## src/shie_pkg.sv

```systemverilog
// ----------------------------------------------------------------------------
// shie_pkg: shared types, constants and helpers for the SH irradiance evaluator
// Holds the fixed-point lobe and basis constants, the register map, the
// payload structs passed between pipeline stages and the coefficient decode.
// ----------------------------------------------------------------------------
package shie_pkg;

  // Coefficient field width inside each 16-bit slot; values above 16 act as 16.
  localparam int COEF_WIDTH = 16;
  localparam int COEF_SLOT  = 16;
  localparam int COEF_W     = (COEF_WIDTH > COEF_SLOT) ? COEF_SLOT : COEF_WIDTH;
  localparam int NUM_COEF   = 9;

  // Configuration register map.
  localparam int CFG_ADDR_W = 4;
  localparam int CFG_DATA_W = 64;

  typedef enum logic [CFG_ADDR_W-1:0] {
    REG_COEF_LOW  = CFG_ADDR_W'(0),
    REG_COEF_MID  = CFG_ADDR_W'(1),
    REG_COEF_LAST = CFG_ADDR_W'(2),
    REG_EVAL_MODE = CFG_ADDR_W'(3)
  } cfg_reg_e;

  typedef enum logic {
    MODE_IRRADIANCE = 1'b0,
    MODE_RADIANCE   = 1'b1
  } eval_mode_e;

  // Datapath widths.
  localparam int DIR_W      = 16;               // Q1.14 direction component
  localparam int KW         = 18;               // Q16 constant, positive, signed
  localparam int PROD_SHIFT = 8;                // Q28 -> Q20 product rounding
  localparam int PW         = 2*DIR_W - PROD_SHIFT;  // rounded Q20 product
  localparam int LIN_SHIFT  = 6;                // Q14 -> Q20 for linear terms
  localparam int LW         = DIR_W + LIN_SHIFT;
  localparam int BW         = PW + 1;           // difference of two products
  localparam int ONE_SHIFT  = 20;               // constant 1.0 in Q20
  localparam int WK_W       = COEF_SLOT + KW;   // constant times coefficient
  localparam int TERM_W     = 60;               // Q46 term and sum
  localparam int NUM_TERMS  = 10;
  localparam int RND_SHIFT  = 30;               // Q46 -> Q16
  localparam int RES_W      = TERM_W - RND_SHIFT;
  localparam int OUT_W      = 32;

  localparam longint SAT_MAX = (64'sd1 <<< (OUT_W-1)) - 64'sd1;
  localparam longint SAT_MIN = -(64'sd1 <<< (OUT_W-1));

  // Q16 constants, rounded to nearest.
  localparam logic signed [KW-1:0] K_C1    = KW'(28118);
  localparam logic signed [KW-1:0] K_2C1   = KW'(56236);
  localparam logic signed [KW-1:0] K_2C2   = KW'(67065);
  localparam logic signed [KW-1:0] K_C3    = KW'(48701);
  localparam logic signed [KW-1:0] K_C4    = KW'(58080);
  localparam logic signed [KW-1:0] K_C5    = KW'(16234);
  localparam logic signed [KW-1:0] K_Y0    = KW'(18487);
  localparam logic signed [KW-1:0] K_Y1    = KW'(32021);
  localparam logic signed [KW-1:0] K_Y2    = KW'(71601);
  localparam logic signed [KW-1:0] K_Y20   = KW'(20670);
  localparam logic signed [KW-1:0] K_Y20X3 = KW'(3 * 20670);
  localparam logic signed [KW-1:0] K_Y22   = KW'(35801);

  typedef struct packed {
    logic signed [DIR_W-1:0] x;
    logic signed [DIR_W-1:0] y;
    logic signed [DIR_W-1:0] z;
  } dir_t;

  typedef struct packed {
    eval_mode_e                              mode;
    logic [NUM_COEF-1:0][COEF_SLOT-1:0]      coef;
  } cfg_t;

  // Stage 1 result: constant-weighted coefficients and direction products.
  typedef struct packed {
    logic [NUM_COEF-1:0][WK_W-1:0] wk;
    logic signed [WK_W-1:0]        wk6c;   // constant part of the zonal term
    logic signed [PW-1:0]          xx;
    logic signed [PW-1:0]          yy;
    logic signed [PW-1:0]          zz;
    logic signed [PW-1:0]          xy;
    logic signed [PW-1:0]          xz;
    logic signed [PW-1:0]          yz;
    logic signed [DIR_W-1:0]       x;
    logic signed [DIR_W-1:0]       y;
    logic signed [DIR_W-1:0]       z;
  } basis_t;

  typedef logic [NUM_TERMS-1:0][TERM_W-1:0] term_set_t;

  typedef struct packed {
    logic signed [OUT_W-1:0] value;
    logic                    sat;
  } shade_t;

  // Low COEF_W bits of a slot, sign-extended back to the slot width.
  function automatic logic signed [COEF_SLOT-1:0] coef_from_slot(
    input logic [COEF_SLOT-1:0] slot
  );
    logic signed [COEF_SLOT-1:0] up;
    up = signed'(slot << (COEF_SLOT - COEF_W));
    return up >>> (COEF_SLOT - COEF_W);
  endfunction

endpackage

```

## src/shie_sum.sv

```systemverilog
// ----------------------------------------------------------------------------
// shie_sum: adder tree, rounding and saturation
// Three register stages: pairwise sums, two partial sums, then the final add
// with round half up to Q16 and clipping to 32 bits into the output register.
// ----------------------------------------------------------------------------
module shie_sum (
  input  logic                clk,
  input  logic                rst,
  input  logic                in_valid,
  output logic                in_ready,
  input  shie_pkg::term_set_t in_terms,
  output logic                out_valid,
  input  logic                out_ready,
  output shie_pkg::shade_t    out_shade
);
  import shie_pkg::*;

  localparam int NUM_PAIRS = NUM_TERMS / 2;
  localparam logic signed [TERM_W-1:0] RND_HALF = TERM_W'(1) <<< (RND_SHIFT - 1);

  logic                     v3, v4, v5;
  logic                     rdy3, rdy4, rdy5;
  logic signed [TERM_W-1:0] pair [NUM_PAIRS];
  logic signed [TERM_W-1:0] part0, part1;
  logic signed [TERM_W-1:0] total;
  logic signed [RES_W-1:0]  res;
  shade_t                   shade_next;
  shade_t                   shade;

  assign rdy5     = !v5 || out_ready;
  assign rdy4     = !v4 || rdy5;
  assign rdy3     = !v3 || rdy4;
  assign in_ready = rdy3;

  always_ff @(posedge clk) begin
    if (rst) begin
      v3 <= 1'b0;
      v4 <= 1'b0;
      v5 <= 1'b0;
    end else begin
      if (rdy3) v3 <= in_valid;
      if (rdy4) v4 <= v3;
      if (rdy5) v5 <= v4;
    end
  end

  always_ff @(posedge clk) begin
    if (rdy3 && in_valid) begin
      for (int k = 0; k < NUM_PAIRS; k++) begin
        pair[k] <= signed'(in_terms[2*k]) + signed'(in_terms[2*k + 1]);
      end
    end
    if (rdy4 && v3) begin
      part0 <= pair[0] + pair[1] + pair[2];
      part1 <= pair[3] + pair[4];
    end
    if (rdy5 && v4) begin
      shade <= shade_next;
    end
  end

  assign total = part0 + part1 + RND_HALF;
  assign res   = total[TERM_W-1:RND_SHIFT];

  always_comb begin
    if (longint'(res) > SAT_MAX) begin
      shade_next.value = OUT_W'(SAT_MAX);
      shade_next.sat   = 1'b1;
    end else if (longint'(res) < SAT_MIN) begin
      shade_next.value = OUT_W'(SAT_MIN);
      shade_next.sat   = 1'b1;
    end else begin
      shade_next.value = OUT_W'(res);
      shade_next.sat   = 1'b0;
    end
  end

  assign out_valid = v5;
  assign out_shade = shade;

endmodule

```

## config.mk

```make
export PLATFORM = sky130hd
export DESIGN_NAME = shie_sum
export DESIGN_NICKNAME = d
export VERILOG_FILES = /design/src/shie_pkg.sv /design/src/shie_sum.sv
export SDC_FILE = /design/constraint.sdc
export NUM_CORES = 2
export LEC_CHECK = 0
export CORE_ASPECT_RATIO = 1.25
export CORE_MARGIN = 3
export CORE_UTILIZATION = 60
export CTS_CLUSTER_SIZE = 25
export DETAILED_ROUTE_END_ITERATION = 7
export DONT_BUFFER_PORTS = 1
export PLACE_DENSITY_LB_ADDON = 0.25
export SKIP_LAST_GASP = 1
export SYNTH_ARGS = -nofsm -noshare
export SYNTH_HDL_FRONTEND = slang
export SYNTH_SLANG_ARGS = --single-unit
```

## constraint.sdc

```tcl
create_clock -name clk -period 21.4 [get_ports clk]
set_input_delay 4.28 -clock clk [delete_from_list [all_inputs] [get_ports clk]]
set_output_delay 4.28 -clock clk [all_outputs]
set_load 0.005 [all_outputs]
```

==> qor.yml <==
slew_violations: 0
rsz0062_at_grt: "no"
fillers: 5677
setup_slack_ns: 12.08
cts_tree: "yes"
hp-start: "pair[0][240]"
grt_pass1_vias: 31600
postCtsHoldBufs: 0
crit_arrival_ns: 5.04
crit_path_cell_trace: "nor2b_1 -> nand3_1"
clk-insertion-delay-late_ns: 0.59
synth-edff-count: 452
max-slew-margin-rel_pct: 25.4
hp-class: "flop to flop"
die_height_um: 297
finalClockSkew_ns: 0.0162
track_usage_pct: 30.8
yosysWarnings: 0
portBuffers: 0
postCtsSetupBuffers: 0
syn_to_final_growth_pct: 5.27
synth_compound_area_share_pct: 23.7
drc_errors: 0
power_per_cell_area_mw_per_mm2: 108
status: "completed"
clk_pin_slew_ns: 0.06
finalCriticalPeriod_ns: 9.32
root_buffer: "clkbuf_16"
antenna_found_initial: 0
grt-ovfl-total: 0
synth_xor_xnor_area_share_pct: 9.20
synth_flop_cell: "edfxtp_1"
crit_buf_inv: 0
wl_um: 114000
multiInputGateArea_sq_mm: 0.0261
dp_hpwl_um: 93100
clkSinkCount: 455
utilization_pct: 63.9
io_pins: 639
final_common_cell: "ha_1"
antenna_cells: 0
drive_above_1_share_pct: 3.15
hold_violations: 0
ys_async_sr_fraction_pct: 0
synth_area_sq_mm: 0.0408
drtPass1Iterations: 6
via_per_inst: 6.53
rows: 106
synthCells: 4211
initial_core_util_pct: 60.7
most-common-layout-cells: "527 x ha_1, 464 x a21oi_1, 452 x edfxtp_1"
drt_iter0_markers: 2424
cts_resized: 0
yosys.area_share.simple_pct: 11.7
max_freq_ghz: 0.107
dp_cells: 4939
r2r-start: "part0[22]"
synth_seq_cells: 455
die_area_sq_mm: 0.0711
drtAntennaViolNets: 0
ys_types: 91
path_class: "input port to output pin"
max_stage_delay_ns: 0.54
die_width_um: 239
nets: 5324
synth_top_family_by_area: "compound AO/OA/AOI/OAI gates"
ir_drop_mv: 0.0791
worst_slew_pin_slew_ns: 1.12
grt_max_degree: 89
p_leak_uw: 0.0180
grt_pass1_wl_um: 173000
synth.area.mux_share_pct: 0
htree_levels: 2
core_area_sq_mm: 0.0671
globalplace.congestion: 0.980
crit_required_ns: 17.12
dpl_worst_slack_ns: 12.07
cp_max_fo: 6
numCtsBuffers: 50
stdcell_count: 5027
synth_nets: 5408
vias: 32800
seq_area_sq_mm: 0.0136
crit_family: "simple AND/OR/NAND/NOR gates"
wl_per_cell_um: 22.6
cp-startpoint: "out_ready"
seq_area_frac_synth_pct: 33.4
finalSetupViolations: 0
cp-start-kind: "input port"
maxCapViolations: 0
critPathSlowestCell: "nor2b_1"
synth.avg_cell_area_sq_um: 9.68
fin_setup_tns_ns: 0
reg2reg_setup_slack_ns: 16.89
end_kind: "output pin"
finalCritPeriodShare_pct: 43.6
cts_buffer_depth: 3
yosys.area_share.adder_pct: 19.4
routing by layer:
metal  GRT usage (%)  up-vias  share of wire [%]
met1            37.0    15500                 39
met4            14.5        0                5.5
li1                -    15800                  -
met3            4.49      280                6.1
met5               0        -                  0
met2            54.1     1270                 50
synth_stat cells, drive strengths merged (8+ instances only):
master     n  area (sq um)
a21oi    468          2360
a41oi     10          87.6
o211ai    22           170
a31oi     62           388
o21a      55           413
a221o     11           110
o31a      15           131
xor2     158          1380
and4      16           140
nor2     225           845
nor4      10          68.8
nor2b     51           319
and3      39           244
inv      129           484
nand2b    45           282
buf       17          87.6
xnor2    270          2360
a211o     14           123
nor3      45           225
nand3    102           510
o31ai     36           309
edfxtp   452         13600
ha       527          6590
nand4    104           651
o2111ai   10          87.6
o41ai      8           104
o221ai    10          87.6
a221oi    18           176
o21bai    68           510
clkbuf   126           475
and2      19           119
a31o      11          96.3
fa        66          1320
or2       15          93.8
a211oi    44           335
nand2    285          1070
a21boi    17           128
or3       11          68.8
a21o     292          2190
a2111oi   11           109
o21ai    248          1250
path summary, 6_finish.rpt:
check | endpoint | cells past startpoint
max reg2reg | out_shade[32] | 13
min reg2reg | part1[0] | 1
max | in_ready | 2
min | part1[0] | 1
area by class of cell:
type | instances | share of cell area (%)
tap | 864 | 2.52
clock inverter | 28 | 0.542
timing repair buffer | 7 | 0.122
multi-input combinational | 3484 | 60.9
sequential | 455 | 31.8
clock buffer | 60 | 3.05
inverter | 129 | 1.13
state kept, by name (all words and copies together) (netlist names):
register / cells
pair: 300
part0: 60
part1: 60
out_shade: 32
out_valid: 1
v3: 1
v4: 1
per-stage QoR:
stage          total power, uW  hold WS (ns)  area [sq um]
2_1_floorplan             3200         0.476         40800
3_3_place_gp              3770         0.520         41400
3_5_place_dp              3790         0.548         41400
4_1_cts                   4650         0.558         42900
5_1_grt                   4970         0.560         42900
6_report                  4640         0.556         42900
cells by family (layout without fill, tap and decap cells):
family          Yosys count  count (layout)
compound gates         1480            1480
buf+inv                 272             224
xor+xnor                428             428
fa+ha+maj               593             593
simple gates            982             982
flops                   455             455
other cells               1               1
power breakdown:
group | switching (uW) | leakage (uW) | internal, uW
registers | 107 | 0.00438 | 1320
logic | 1400 | 0.0129 | 972
clock network | 362 | 0.000739 | 472
total | 1870 | 0.0180 | 2770
(Power assumes the default switching activity.)
