[src/shie_pkg.sv]
// ----------------------------------------------------------------------------
// shie_pkg: shared types, constants and helpers for the SH irradiance evaluator
// Holds the fixed-point lobe and basis constants, the register map, the
// payload structs passed between pipeline stages and the coefficient decode.
// ----------------------------------------------------------------------------
package shie_pkg;

  // Coefficient field width inside each 16-bit slot; values above 16 act as 16.
  localparam int COEF_WIDTH = 16;
  localparam int COEF_SLOT  = 16;
  localparam int COEF_W     = (COEF_WIDTH > COEF_SLOT) ? COEF_SLOT : COEF_WIDTH;
  localparam int NUM_COEF   = 9;

  // Configuration register map.
  localparam int CFG_ADDR_W = 4;
  localparam int CFG_DATA_W = 64;

  typedef enum logic [CFG_ADDR_W-1:0] {
    REG_COEF_LOW  = CFG_ADDR_W'(0),
    REG_COEF_MID  = CFG_ADDR_W'(1),
    REG_COEF_LAST = CFG_ADDR_W'(2),
    REG_EVAL_MODE = CFG_ADDR_W'(3)
  } cfg_reg_e;

  typedef enum logic {
    MODE_IRRADIANCE = 1'b0,
    MODE_RADIANCE   = 1'b1
  } eval_mode_e;

  // Datapath widths.
  localparam int DIR_W      = 16;               // Q1.14 direction component
  localparam int KW         = 18;               // Q16 constant, positive, signed
  localparam int PROD_SHIFT = 8;                // Q28 -> Q20 product rounding
  localparam int PW         = 2*DIR_W - PROD_SHIFT;  // rounded Q20 product
  localparam int LIN_SHIFT  = 6;                // Q14 -> Q20 for linear terms
  localparam int LW         = DIR_W + LIN_SHIFT;
  localparam int BW         = PW + 1;           // difference of two products
  localparam int ONE_SHIFT  = 20;               // constant 1.0 in Q20
  localparam int WK_W       = COEF_SLOT + KW;   // constant times coefficient
  localparam int TERM_W     = 60;               // Q46 term and sum
  localparam int NUM_TERMS  = 10;
  localparam int RND_SHIFT  = 30;               // Q46 -> Q16
  localparam int RES_W      = TERM_W - RND_SHIFT;
  localparam int OUT_W      = 32;

  localparam longint SAT_MAX = (64'sd1 <<< (OUT_W-1)) - 64'sd1;
  localparam longint SAT_MIN = -(64'sd1 <<< (OUT_W-1));

  // Q16 constants, rounded to nearest.
  localparam logic signed [KW-1:0] K_C1    = KW'(28118);
  localparam logic signed [KW-1:0] K_2C1   = KW'(56236);
  localparam logic signed [KW-1:0] K_2C2   = KW'(67065);
  localparam logic signed [KW-1:0] K_C3    = KW'(48701);
  localparam logic signed [KW-1:0] K_C4    = KW'(58080);
  localparam logic signed [KW-1:0] K_C5    = KW'(16234);
  localparam logic signed [KW-1:0] K_Y0    = KW'(18487);
  localparam logic signed [KW-1:0] K_Y1    = KW'(32021);
  localparam logic signed [KW-1:0] K_Y2    = KW'(71601);
  localparam logic signed [KW-1:0] K_Y20   = KW'(20670);
  localparam logic signed [KW-1:0] K_Y20X3 = KW'(3 * 20670);
  localparam logic signed [KW-1:0] K_Y22   = KW'(35801);

  typedef struct packed {
    logic signed [DIR_W-1:0] x;
    logic signed [DIR_W-1:0] y;
    logic signed [DIR_W-1:0] z;
  } dir_t;

  typedef struct packed {
    eval_mode_e                              mode;
    logic [NUM_COEF-1:0][COEF_SLOT-1:0]      coef;
  } cfg_t;

  // Stage 1 result: constant-weighted coefficients and direction products.
  typedef struct packed {
    logic [NUM_COEF-1:0][WK_W-1:0] wk;
    logic signed [WK_W-1:0]        wk6c;   // constant part of the zonal term
    logic signed [PW-1:0]          xx;
    logic signed [PW-1:0]          yy;
    logic signed [PW-1:0]          zz;
    logic signed [PW-1:0]          xy;
    logic signed [PW-1:0]          xz;
    logic signed [PW-1:0]          yz;
    logic signed [DIR_W-1:0]       x;
    logic signed [DIR_W-1:0]       y;
    logic signed [DIR_W-1:0]       z;
  } basis_t;

  typedef logic [NUM_TERMS-1:0][TERM_W-1:0] term_set_t;

  typedef struct packed {
    logic signed [OUT_W-1:0] value;
    logic                    sat;
  } shade_t;

  // Low COEF_W bits of a slot, sign-extended back to the slot width.
  function automatic logic signed [COEF_SLOT-1:0] coef_from_slot(
    input logic [COEF_SLOT-1:0] slot
  );
    logic signed [COEF_SLOT-1:0] up;
    up = signed'(slot << (COEF_SLOT - COEF_W));
    return up >>> (COEF_SLOT - COEF_W);
  endfunction

endpackage

[src/shie_cfg_if.sv]
// ----------------------------------------------------------------------------
// shie_cfg_if: configuration write channel
// Valid/ready channel carrying a register index and write data.
// ----------------------------------------------------------------------------
interface shie_cfg_if;
  import shie_pkg::*;

  logic                  valid;
  logic                  ready;
  logic [CFG_ADDR_W-1:0] addr;
  logic [CFG_DATA_W-1:0] data;

  modport source (output valid, addr, data, input ready);
  modport sink   (input valid, addr, data, output ready);
endinterface

[src/shie_cfg_regs.sv]
// ----------------------------------------------------------------------------
// shie_cfg_regs: configuration register file
// Holds the nine coefficients and the evaluation mode, and presents the
// coefficients decoded to the configured width.
// ----------------------------------------------------------------------------
module shie_cfg_regs (
  input  logic           clk,
  input  logic           rst,
  shie_cfg_if.sink       cfg,
  output shie_pkg::cfg_t settings
);
  import shie_pkg::*;

  logic [CFG_DATA_W-1:0] coef_low;
  logic [CFG_DATA_W-1:0] coef_mid;
  logic [COEF_SLOT-1:0]  coef_last;
  eval_mode_e            mode;

  assign cfg.ready = 1'b1;

  always_ff @(posedge clk) begin
    if (rst) begin
      coef_low  <= '0;
      coef_mid  <= '0;
      coef_last <= '0;
      mode      <= MODE_IRRADIANCE;
    end else if (cfg.valid) begin
      case (cfg_reg_e'(cfg.addr))
        REG_COEF_LOW:  coef_low  <= cfg.data;
        REG_COEF_MID:  coef_mid  <= cfg.data;
        REG_COEF_LAST: coef_last <= cfg.data[COEF_SLOT-1:0];
        REG_EVAL_MODE: mode      <= eval_mode_e'(cfg.data[0]);
        default: ;
      endcase
    end
  end

  always_comb begin
    settings.mode = mode;
    for (int k = 0; k < 4; k++) begin
      settings.coef[k]     = coef_from_slot(coef_low[COEF_SLOT*k +: COEF_SLOT]);
      settings.coef[k + 4] = coef_from_slot(coef_mid[COEF_SLOT*k +: COEF_SLOT]);
    end
    settings.coef[8] = coef_from_slot(coef_last);
  end

endmodule

[src/flat_wrapper.sv]
// flat-port wrapper written by rule: the top's interface ports become plain ports
module shie_cfg_regs_flat import shie_pkg::*;
  (clk, rst, settings, cfg_valid, cfg_addr, cfg_data, cfg_ready);
  shie_cfg_if cfg_i ();
  input  logic clk;
  input  logic rst;
  output shie_pkg::cfg_t settings;
  input wire logic [$bits(cfg_i.valid)-1:0] cfg_valid;
  input wire logic [$bits(cfg_i.addr)-1:0] cfg_addr;
  input wire logic [$bits(cfg_i.data)-1:0] cfg_data;
  output wire logic [$bits(cfg_i.ready)-1:0] cfg_ready;
  assign cfg_i.valid = cfg_valid;
  assign cfg_i.addr = cfg_addr;
  assign cfg_i.data = cfg_data;
  assign cfg_ready = cfg_i.ready;
  shie_cfg_regs u_core (.clk(clk), .rst(rst), .cfg(cfg_i), .settings(settings));
endmodule
[config.mk]
export PLATFORM = sky130hd
export DESIGN_NAME = shie_cfg_regs_flat
export DESIGN_NICKNAME = d
export VERILOG_FILES = /design/src/shie_pkg.sv /design/src/shie_cfg_if.sv /design/src/shie_cfg_regs.sv /design/src/flat_wrapper.sv
export SDC_FILE = /design/constraint.sdc
export NUM_CORES = 1
export LEC_CHECK = 0
export ABC_AREA = 1
export BUFFER_PORTS_ARGS = -buffer_cell sky130_fd_sc_hd__buf_2
export CAP_MARGIN = 20
export CORE_MARGIN = 1
export CORE_UTILIZATION = 40
export CTS_BUF_LIST = sky130_fd_sc_hd__clkbuf_8
export CTS_CLUSTER_SIZE = 40
export DETAILED_ROUTE_END_ITERATION = 16
export GPL_TIMING_DRIVEN = 0
export SYNTH_ARGS = -nofsm -noshare
export SYNTH_HDL_FRONTEND = slang
export SYNTH_SLANG_ARGS = --single-unit
[constraint.sdc]
create_clock -name clk -period 1.1 [get_ports clk]
set_input_delay 0.11 -clock clk [delete_from_list [all_inputs] [get_ports clk]]
set_output_delay 0.11 -clock clk [all_outputs]
set_load 0.05 [all_outputs]
==> impl_results.html, run 1 <==
<table>
<tr><th>Metric</th><th>Value</th></tr>
<tr><th colspan="2">Setup path</th></tr>
<tr><td>Top delay family on crit path</td><td>flip-flops</td></tr>
<tr><td>Nature of the critical path endpoint</td><td>output pin</td></tr>
<tr><td>CP peak stage delay</td><td>0.38 ns</td></tr>
<tr><td>Worst reg2reg path startpoint</td><td>u_core.coef_low[14]</td></tr>
<tr><td>Critical path buffer and inverter count</td><td>1</td></tr>
<tr><td>Cells along the critical path</td><td>buf_8</td></tr>
<tr><td>Crit path DAT</td><td>0.98 ns</td></tr>
<tr><td>R2r worst-path depth</td><td>5</td></tr>
<tr><td>Required time at the endpoint of the critical path</td><td>0.99 ns</td></tr>
<tr><td>Nature of the critical path startpoint</td><td>register</td></tr>
<tr><td>Crit path max fanout</td><td>2</td></tr>
<tr><td>Worst-path cell with the longest stage delay</td><td>dfxtp_4</td></tr>
<tr><td>End of the worst register-to-register path</td><td>u_core.coef_low[14]</td></tr>
<tr><td>Type of the setup path with the least slack</td><td>reg2out</td></tr>
<tr><td>Slack of the worst reg-to-reg path</td><td>0.37 ns</td></tr>
<tr><th colspan="2">Finish</th></tr>
<tr><td>Final net count</td><td>1368</td></tr>
<tr><td>Share of layout cells above drive strength 1</td><td>35.5%</td></tr>
<tr><td>Syn-to-layout area delta</td><td>48.1%</td></tr>
<tr><td>Post-route cell area</td><td>10300 um2</td></tr>
<tr><td>Util after Layout</td><td>61.4%</td></tr>
<tr><th colspan="2">Detailed routing</th></tr>
<tr><td>Detailed-route wire length per cell</td><td>13.3 um</td></tr>
<tr><td>Met1 WL</td><td>9370 um</td></tr>
<tr><td>Detailed route wirelength on metal3</td><td>1030 um</td></tr>
<tr><td>ANT nets after route</td><td>0</td></tr>
<tr><td>Via-per-instance ratio</td><td>4.54</td></tr>
<tr><td>Number of vias after detailed routing</td><td>6948</td></tr>
<tr><td>First-pass iteration count of the detailed router</td><td>5</td></tr>
<tr><td>Met2 routed wirelength</td><td>9850 um</td></tr>
<tr><td>Drt drc</td><td>0</td></tr>
<tr><td>WL final</td><td>20400 um</td></tr>
<tr><td>Top layer in use</td><td>met4</td></tr>
<tr><td>Iteration-0 DRC count of the detailed router</td><td>399</td></tr>
<tr><th colspan="2">Placed design</th></tr>
<tr><td>Placement-stage cell area</td><td>8320 um2</td></tr>
<tr><td>Count of port buffers added during placement</td><td>214</td></tr>
<tr><td>Final weighted congestion in routability-driven placement</td><td>0.804</td></tr>
<tr><td>Detailed placement HPWL</td><td>14400 um</td></tr>
<tr><th colspan="2">Floorplanning</th></tr>
<tr><td>Die area</td><td>18000 um2</td></tr>
<tr><td>Die boundary width</td><td>134 um</td></tr>
<tr><td>Core region area</td><td>16800 um2</td></tr>
<tr><td>Effective utilization at floorplan</td><td>41.5%</td></tr>
<tr><td>Standard-cell rows</td><td>47</td></tr>
<tr><td>Height of the die</td><td>134 um</td></tr>
<tr><td>IO Pins</td><td>217</td></tr>
<tr><th colspan="2">Outcome</th></tr>
<tr><td>Run status</td><td>complete, no violations</td></tr>
<tr><th colspan="2">Pwr</th></tr>
<tr><td>Power density normalized to cell area</td><td>1170 nW/um2</td></tr>
<tr><td>Sum of internal, switching and leakage power</td><td>12.1 mW</td></tr>
<tr><td>Max rail drop VDD</td><td>0.729 mV</td></tr>
<tr><td>Total leakage power</td><td>5.14 nW</td></tr>
<tr><th colspan="2">Global routing</th></tr>
<tr><td>Number of antenna violations at the first check in global routing</td><td>1</td></tr>
<tr><td>Number of global-route vias before repair</td><td>6421</td></tr>
<tr><td>Maximum number of pins on one net before global-route repair</td><td>17</td></tr>
<tr><td>Total GRT Usage</td><td>22.8%</td></tr>
<tr><td>Wire length of the first global-routing pass</td><td>32300 um</td></tr>
<tr><td>Gr ovfl total</td><td>0</td></tr>
<tr><th colspan="2">Clocking</th></tr>
<tr><td>Maximum level of the CTS H-tree</td><td>4</td></tr>
<tr><td>CTS Buf Count</td><td>17</td></tr>
<tr><td>Root Buffer</td><td>clkbuf_8</td></tr>
<tr><td>Clock tree from TritonCTS</td><td>yes</td></tr>
<tr><td>CTS clock-pin slew for the worst setup and hold paths</td><td>0.09 ns</td></tr>
<tr><td>Largest buffer count on any clock path</td><td>2</td></tr>
<tr><td>CTS Sinks</td><td>145</td></tr>
<tr><td>Worst-Skew Late Latency</td><td>0.44 ns</td></tr>
<tr><th colspan="2">Synth</th></tr>
<tr><td>Proportion of register bits with asynchronous set or reset after synthesis</td><td>0%</td></tr>
<tr><td>Count of flip-flops with a built-in enable after synthesis</td><td>0</td></tr>
<tr><td>Dominant cell by count in the synthesized netlist</td><td>nand2_1</td></tr>
<tr><td>Synth Instances</td><td>1044</td></tr>
<tr><td>Warnings, synthesis</td><td>0</td></tr>
<tr><td>Flip-flop and latch count after synthesis</td><td>145</td></tr>
<tr><td>Average size of a mapped cell</td><td>6.68 um2</td></tr>
<tr><td>Prevailing post-synth register cell</td><td>dfxtp_1</td></tr>
<tr><td>Top cells by area, synth</td><td>dfxtp_1, nand4_1, nand2_1, inv_1, nor2_1</td></tr>
<tr><td>Fraction of the yosys area taken by sequential cells</td><td>41.6%</td></tr>
<tr><td>Cell Area, Synth</td><td>6970 um2</td></tr>
<tr><td>Count of cell types in the netlist</td><td>18</td></tr>
<tr><td>Top-area cell type share of the netlist area</td><td>41.6%</td></tr>
<tr><td>Leading area contributor after synthesis</td><td>dfxtp_1</td></tr>
<tr><td>Net count of the mapped netlist</td><td>1115</td></tr>
<tr><td>Cell types with the highest counts after synthesis</td><td>nand2_1, inv_1, nor2_1</td></tr>
<tr><th colspan="2">STA</th></tr>
<tr><td>Number of slew-limit violations in the final report</td><td>0</td></tr>
<tr><td>Crit share post-route</td><td>98.6%</td></tr>
<tr><td>Final worst path period need</td><td>1.09 ns</td></tr>
<tr><td>Final clock skew</td><td>0 ns</td></tr>
<tr><td>Maximum frequency from static timing analysis</td><td>922 MHz</td></tr>
<tr><td>Final-report hold violation count</td><td>0</td></tr>
<tr><td>Unrepaired setup endpoints after global routing</td><td>yes</td></tr>
<tr><td>Setup violations, final</td><td>0</td></tr>
<tr><th colspan="2">Min path</th></tr>
<tr><td>Start point of the worst min-delay path</td><td>cfg_data[47]</td></tr>
<tr><td>Class of the most critical hold timing path</td><td>in2reg</td></tr>
<tr><td>Hold worst-path end</td><td>u_core.coef_mid[47]</td></tr>
<tr><td>Count of cells along the worst hold path</td><td>5</td></tr>
<tr><th colspan="2">Run</th></tr>
<tr><td>Maximum Capacitance Violations</td><td>0</td></tr>
</table>
[cell usage in the layout, fill, tap and decap left out, drive strengths merged]
cell           n
dfxtp        145
conb           1
diode          1
nor2         213
clkbuf        23
clkinv         6
nand4        145
dlygate4sd3   14
nand3          3
inv          231
nand2        229
buf          293
clkinvlp       3
bufinv         4
[cells by family after synthesis]
logic type	Yosys count	synth area share [%]
flops	145	41.6
simple gates	590	38.0
buf+inv	308	20.3
other cells	1	0.0538
[power breakdown]
group / leakage, nW / internal, mW / switching [mW]
registers: 1.24 / 5.38 / 0.0986
logic: 3.67 / 0.711 / 1.24
clock network: 0.218 / 2.59 / 2.09
[registers in the layout, summed over array words and instances, names as in the netlist]
register	count
u_core.coef_last	16
u_core.coef_mid	64
u_core.mode	1
u_core.coef_low	64
[per-stage QoR]
stage	TNS (ns)	worst slack, ns	hold WS [ns]	cells
3_5_place_dp	-25.03	-0.422	0.459	1478
6_report	0	0.0149	0.0153	1531
4_1_cts	-0.00723	-0.00723	0.000101	1523
3_3_place_gp	-25.34	-0.404	0.459	1478
5_1_grt	-0.696	-0.0316	0.0221	1531
2_1_floorplan	0	0.124	0.351	1044
[area by class of cell]
| class | instances | area, um2 |
|---|---|---|
| fill | 1575 | 6490 |
| sequential | 145 | 3090 |
| multi-input combinational | 591 | 2660 |
| timing repair buffer | 235 | 2450 |
| inverter | 231 | 868 |
| buffer | 76 | 542 |
| tap | 220 | 275 |
| clock buffer | 19 | 262 |
| clock inverter | 13 | 184 |
| antenna | 1 | 2.50 |
[metal layers]
layer  global-route usage, %  vias up
li1                        -     3664
met2                    37.7      195
met3                    5.52       16
met4                    6.18        0
met1                    29.7     3073
met5                       0        -
[worst max-delay path by stage]
stage	endpoint	cells after the start	from
2_1_floorplan	u_core.coef_low[10]	6	cfg_addr[0]
3_3_place_gp	u_core.coef_low[54]	6	rst
3_5_place_dp	u_core.coef_low[54]	6	rst
4_1_cts	settings[60]	1	u_core.coef_low[60]
5_1_grt	settings[60]	1	u_core.coef_low[60]
6_report	settings[60]	1	u_core.coef_low[60]
[timing repair]
item,CTS,global route
setup endpoints to repair,145,122
hold buffers,14,0
hold endpoints to repair,17,0
resized for setup,385,127
pin swaps,0,0
setup buffers,0,7
Power figures use the tool's default switching activity.
==> inputs of run 2 (changes only) <==
- ABC_AREA: 1 -> not set
- GPL_TIMING_DRIVEN: 0 -> not set
- PLACE_DENSITY: not set -> 0.67
==> run 2 against run 1 <==
  * Sequential share of layout area up 2.0 points
  * Highest routed layer unchanged
  * Critical path depth unchanged
  * Non-clock buffer count down 4
  * Via count down 30%
  * Critical endpoint is now settings[3]
  * Register-to-register slack worse by 0.03 ns
==> impl_results.html, run 2 <==
<table>
<tr><th>Metric</th><th>Value</th></tr>
<tr><th colspan="2">Outcome</th></tr>
<tr><td>Run status</td><td>complete, no violations (unchanged)</td></tr>
<tr><th colspan="2">Setup path</th></tr>
<tr><td>Slack of the worst reg-to-reg path</td><td>0.34 ns (was 0.37 ns)</td></tr>
<tr><td>Critical path buffer and inverter count</td><td>1 (unchanged)</td></tr>
<tr><td>Endpoint of the most critical setup path</td><td>settings[3] (was settings[60])</td></tr>
<tr><td>Type of the setup path with the least slack</td><td>reg2out (unchanged)</td></tr>
<tr><td>Nature of the critical path startpoint</td><td>register (unchanged)</td></tr>
<tr><td>Crit path DAT</td><td>0.97 ns (was 0.98 ns)</td></tr>
<tr><td>Top delay family on crit path</td><td>flip-flops (unchanged)</td></tr>
<tr><td>Worst-path cell with the longest stage delay</td><td>dfxtp_1 (was dfxtp_4)</td></tr>
<tr><td>Crit path max fanout</td><td>2 (unchanged)</td></tr>
<tr><td>CP peak stage delay</td><td>0.36 ns (was 0.38 ns)</td></tr>
<tr><td>Worst reg2reg path startpoint</td><td>u_core.coef_mid[63] (was u_core.coef_low[14])</td></tr>
<tr><td>End of the worst register-to-register path</td><td>u_core.coef_mid[63] (was u_core.coef_low[14])</td></tr>
<tr><td>Cells along the critical path</td><td>buf_6 (was buf_8)</td></tr>
<tr><td>R2r worst-path depth</td><td>3 (was 5)</td></tr>
<tr><td>Number of logic stages on the critical path including buffering</td><td>1 (unchanged)</td></tr>
<tr><td>Nature of the critical path endpoint</td><td>output pin (unchanged)</td></tr>
<tr><td>Critical Path Start</td><td>u_core.coef_low[3] (was u_core.coef_low[60])</td></tr>
<tr><td>Required time at the endpoint of the critical path</td><td>0.99 ns (about the same)</td></tr>
<tr><th colspan="2">Floorplanning</th></tr>
<tr><td>Die boundary width</td><td>124 um (was 134 um)</td></tr>
<tr><td>Core region area</td><td>14600 um2 (was 16800 um2)</td></tr>
<tr><td>Height of the die</td><td>124 um (was 134 um)</td></tr>
<tr><td>Effective utilization at floorplan</td><td>41.0% (was 41.5%)</td></tr>
<tr><td>IO Pins</td><td>217 (unchanged)</td></tr>
<tr><td>Standard-cell rows</td><td>44 (was 47)</td></tr>
<tr><td>Die area</td><td>15500 um2 (was 18000 um2)</td></tr>
<tr><th colspan="2">Global routing</th></tr>
<tr><td>Maximum number of pins on one net before global-route repair</td><td>79 (was 17)</td></tr>
<tr><td>Total GRT Usage</td><td>20.2% (was 22.8%)</td></tr>
<tr><td>Gr ovfl total</td><td>0 (unchanged)</td></tr>
<tr><td>Number of global-route vias before repair</td><td>5147 (was 6421)</td></tr>
<tr><td>Number of antenna violations at the first check in global routing</td><td>0 (was 1)</td></tr>
<tr><td>Wire length of the first global-routing pass</td><td>25200 um (was 32300 um)</td></tr>
<tr><th colspan="2">Synth</th></tr>
<tr><td>Dominant cell by count in the synthesized netlist</td><td>nand2b_1 (was nand2_1)</td></tr>
<tr><td>Flip-flop and latch count after synthesis</td><td>145 (unchanged)</td></tr>
<tr><td>Prevailing post-synth register cell</td><td>dfxtp_1 (unchanged)</td></tr>
<tr><td>Cell types with the highest counts after synthesis</td><td>nand2b_1, dfxtp_1, mux2i_1 (was nand2_1, inv_1, nor2_1)</td></tr>
<tr><td>Warnings, synthesis</td><td>0 (unchanged)</td></tr>
<tr><td>Synth Instances</td><td>548 (was 1044)</td></tr>
<tr><td>Net count of the mapped netlist</td><td>619 (was 1115)</td></tr>
<tr><td>Proportion of register bits with asynchronous set or reset after synthesis</td><td>0% (unchanged)</td></tr>
<tr><td>Top cells by area, synth</td><td>dfxtp_1, mux2i_1, nand2b_1, clkbuf_1, buf_6 (was dfxtp_1, nand4_1, nand2_1, inv_1, nor2_1)</td></tr>
<tr><td>Average size of a mapped cell</td><td>10.9 um2 (was 6.68 um2)</td></tr>
<tr><td>Count of cell types in the netlist</td><td>18 (unchanged)</td></tr>
<tr><td>Leading area contributor after synthesis</td><td>dfxtp_1 (unchanged)</td></tr>
<tr><td>Top-area cell type share of the netlist area</td><td>48.5% (was 41.6%)</td></tr>
<tr><td>Fraction of the yosys area taken by sequential cells</td><td>48.5% (was 41.6%)</td></tr>
<tr><td>Cell Area, Synth</td><td>5990 um2 (was 6970 um2)</td></tr>
<tr><td>Count of flip-flops with a built-in enable after synthesis</td><td>0 (unchanged)</td></tr>
<tr><th colspan="2">Finish</th></tr>
<tr><td>Post-route non-filler standard cell count</td><td>1031 (was 1531)</td></tr>
<tr><td>Final net count</td><td>906 (was 1368)</td></tr>
<tr><td>Share of layout cells above drive strength 1</td><td>49.8% (was 35.5%)</td></tr>
<tr><td>Syn-to-layout area delta</td><td>61.3% (was 48.1%)</td></tr>
<tr><td>Biggest regs</td><td>u_core.coef_low x64, u_core.coef_mid x64, u_core.coef_last x16 (unchanged)</td></tr>
<tr><td>Antenna Diode Count</td><td>0 (was 1)</td></tr>
<tr><td>Util after Layout</td><td>66.2% (was 61.4%)</td></tr>
<tr><td>Leading cell types in the layout, fill and taps excluded</td><td>nand2b_1, mux2i_1, dfxtp_2 (was nand2_1, inv_1, nor2_1)</td></tr>
<tr><td>Fill cell total of the finished layout</td><td>1043 (was 1575)</td></tr>
<tr><td>Leading cell type in the layout, fill and taps excluded</td><td>nand2b_1 (was nand2_1)</td></tr>
<tr><th colspan="2">Pwr</th></tr>
<tr><td>Max rail drop VDD</td><td>0.810 mV (was 0.729 mV)</td></tr>
<tr><td>Total leakage power</td><td>4.41 nW (was 5.14 nW)</td></tr>
<tr><td>Power density normalized to cell area</td><td>1160 nW/um2 (was 1170 nW/um2)</td></tr>
<tr><th colspan="2">Placed design</th></tr>
<tr><td>Final weighted congestion in routability-driven placement</td><td>0.752 (was 0.804)</td></tr>
<tr><td>Detailed placement HPWL</td><td>9640 um (was 14400 um)</td></tr>
<tr><td>Cells after DPL</td><td>927 (was 1478)</td></tr>
<tr><td>Count of port buffers added during placement</td><td>215 (was 214)</td></tr>
<tr><th colspan="2">STA</th></tr>
<tr><td>Final-report hold violation count</td><td>0 (unchanged)</td></tr>
<tr><td>Maximum frequency from static timing analysis</td><td>930 MHz (was 922 MHz)</td></tr>
<tr><td>Final clock skew</td><td>0 ns (unchanged)</td></tr>
<tr><td>Crit share post-route</td><td>97.8% (was 98.6%)</td></tr>
<tr><td>Number of slew-limit violations in the final report</td><td>0 (unchanged)</td></tr>
<tr><td>Unrepaired setup endpoints after global routing</td><td>yes (unchanged)</td></tr>
<tr><td>Final worst path period need</td><td>1.08 ns (was 1.09 ns)</td></tr>
<tr><td>Setup violations, final</td><td>0 (unchanged)</td></tr>
<tr><th colspan="2">Detailed routing</th></tr>
<tr><td>Via-per-instance ratio</td><td>4.74 (was 4.54)</td></tr>
<tr><td>Iteration-0 DRC count of the detailed router</td><td>181 (was 399)</td></tr>
<tr><td>First-pass iteration count of the detailed router</td><td>4 (was 5)</td></tr>
<tr><td>ANT nets after route</td><td>0 (unchanged)</td></tr>
<tr><td>Number of vias after detailed routing</td><td>4883 (was 6948)</td></tr>
<tr><td>WL final</td><td>16200 um (was 20400 um)</td></tr>
<tr><td>Drt drc</td><td>0 (unchanged)</td></tr>
<tr><td>Detailed-route wire length per cell</td><td>15.7 um (was 13.3 um)</td></tr>
<tr><th colspan="2">Min path</th></tr>
<tr><td>Start point of the worst min-delay path</td><td>cfg_data[9] (was cfg_data[47])</td></tr>
<tr><td>Class of the most critical hold timing path</td><td>in2reg (unchanged)</td></tr>
<tr><th colspan="2">Clocking</th></tr>
<tr><td>Clock tree from TritonCTS</td><td>yes (unchanged)</td></tr>
<tr><td>Worst-Skew Late Latency</td><td>0.43 ns (was 0.44 ns)</td></tr>
<tr><td>CTS clock-pin slew for the worst setup and hold paths</td><td>0.08 ns (was 0.09 ns)</td></tr>
<tr><td>CTS Sinks</td><td>145 (unchanged)</td></tr>
<tr><td>Maximum level of the CTS H-tree</td><td>4 (unchanged)</td></tr>
<tr><td>Root Buffer</td><td>clkbuf_8 (unchanged)</td></tr>
<tr><td>Largest buffer count on any clock path</td><td>2 (unchanged)</td></tr>
<tr><td>CTS Buf Count</td><td>17 (unchanged)</td></tr>
<tr><th colspan="2">Run</th></tr>
<tr><td>Maximum Capacitance Violations</td><td>0 (unchanged)</td></tr>
</table>
run 2: cell type report:
type / instances / area, um2 / share of cell area (%)
clock inverter: 13 / 185 / 1.92
clock buffer: 18 / 248 / 2.56
tap: 184 / 230 / 2.38
multi-input combinational: 364 / 2840 / 29.4
sequential: 145 / 3080 / 31.9
timing repair buffer: 307 / 3070 / 31.8
run 2: worst min path at each step:
| stage | depth (start not counted) | to | slack, ns |
|---|---|---|---|
| after floorplan | 2 | u_core.coef_mid[16] | 0.29 |
| after global placement | 3 | u_core.coef_mid[51] | 0.39 |
| after detailed placement | 3 | u_core.coef_mid[24] | 0.40 |
| after CTS | 3 | u_core.coef_mid[0] | 0.002 |
| after global routing | 3 | u_core.coef_mid[9] | 0.02 |
| final | 3 | u_core.coef_mid[9] | 0.02 |
run 2: routing by layer:
metal,part of all wire [%],vias up,GRT usage (%)
met4,2.9,0,9.50
met2,50,175,35.2
li1,-,2361,-
met5,0,-,0
met3,5.9,36,6.44
met1,41,2311,22.1
run 2: per-stage QoR:
step,instance area (um2),hold slack (ns),setup TNS [ns],worst slack [ns],total power [mW]
floorplan,5990,0.286,0,0.0653,6.11
global placement,7320,0.390,-5.60,-0.0809,6.41
detailed placement,7320,0.405,-9.55,-0.164,6.43
CTS,9450,0.00242,-0.00946,-0.00662,11.3
global route,9660,0.0155,-0.306,-0.0214,11.7
finish,9660,0.0234,0,0.0243,11.2
run 2: logic make-up (layout without fill, tap and decap cells):
| group | Yosys count | after routing | synth area share [%] |
|---|---|---|---|
| simple gates | 218 | 218 | 22.9 |
| other cells | 1 | 1 | 0.0626 |
| buf+inv | 39 | 338 | 4.28 |
| flops | 145 | 145 | 48.5 |
| mux | 145 | 145 | 24.2 |
run 2: report_power, final:
part | switching, mW | leakage, nW | total [mW] | internal [mW]
combinational | 0.609 | 2.95 | 1.24 | 0.633
sequential | 0.0557 | 1.24 | 5.38 | 5.32
clock | 2.06 | 0.215 | 4.59 | 2.52
run 2: what timing repair did:
item                                    in CTS  in global routing
hold endpoints to repair                   137                  0
buffers inserted                             0                 11
hold buffers                                62                  0
resized for setup                          414                 49
endpoints found under the setup margin     145                 54
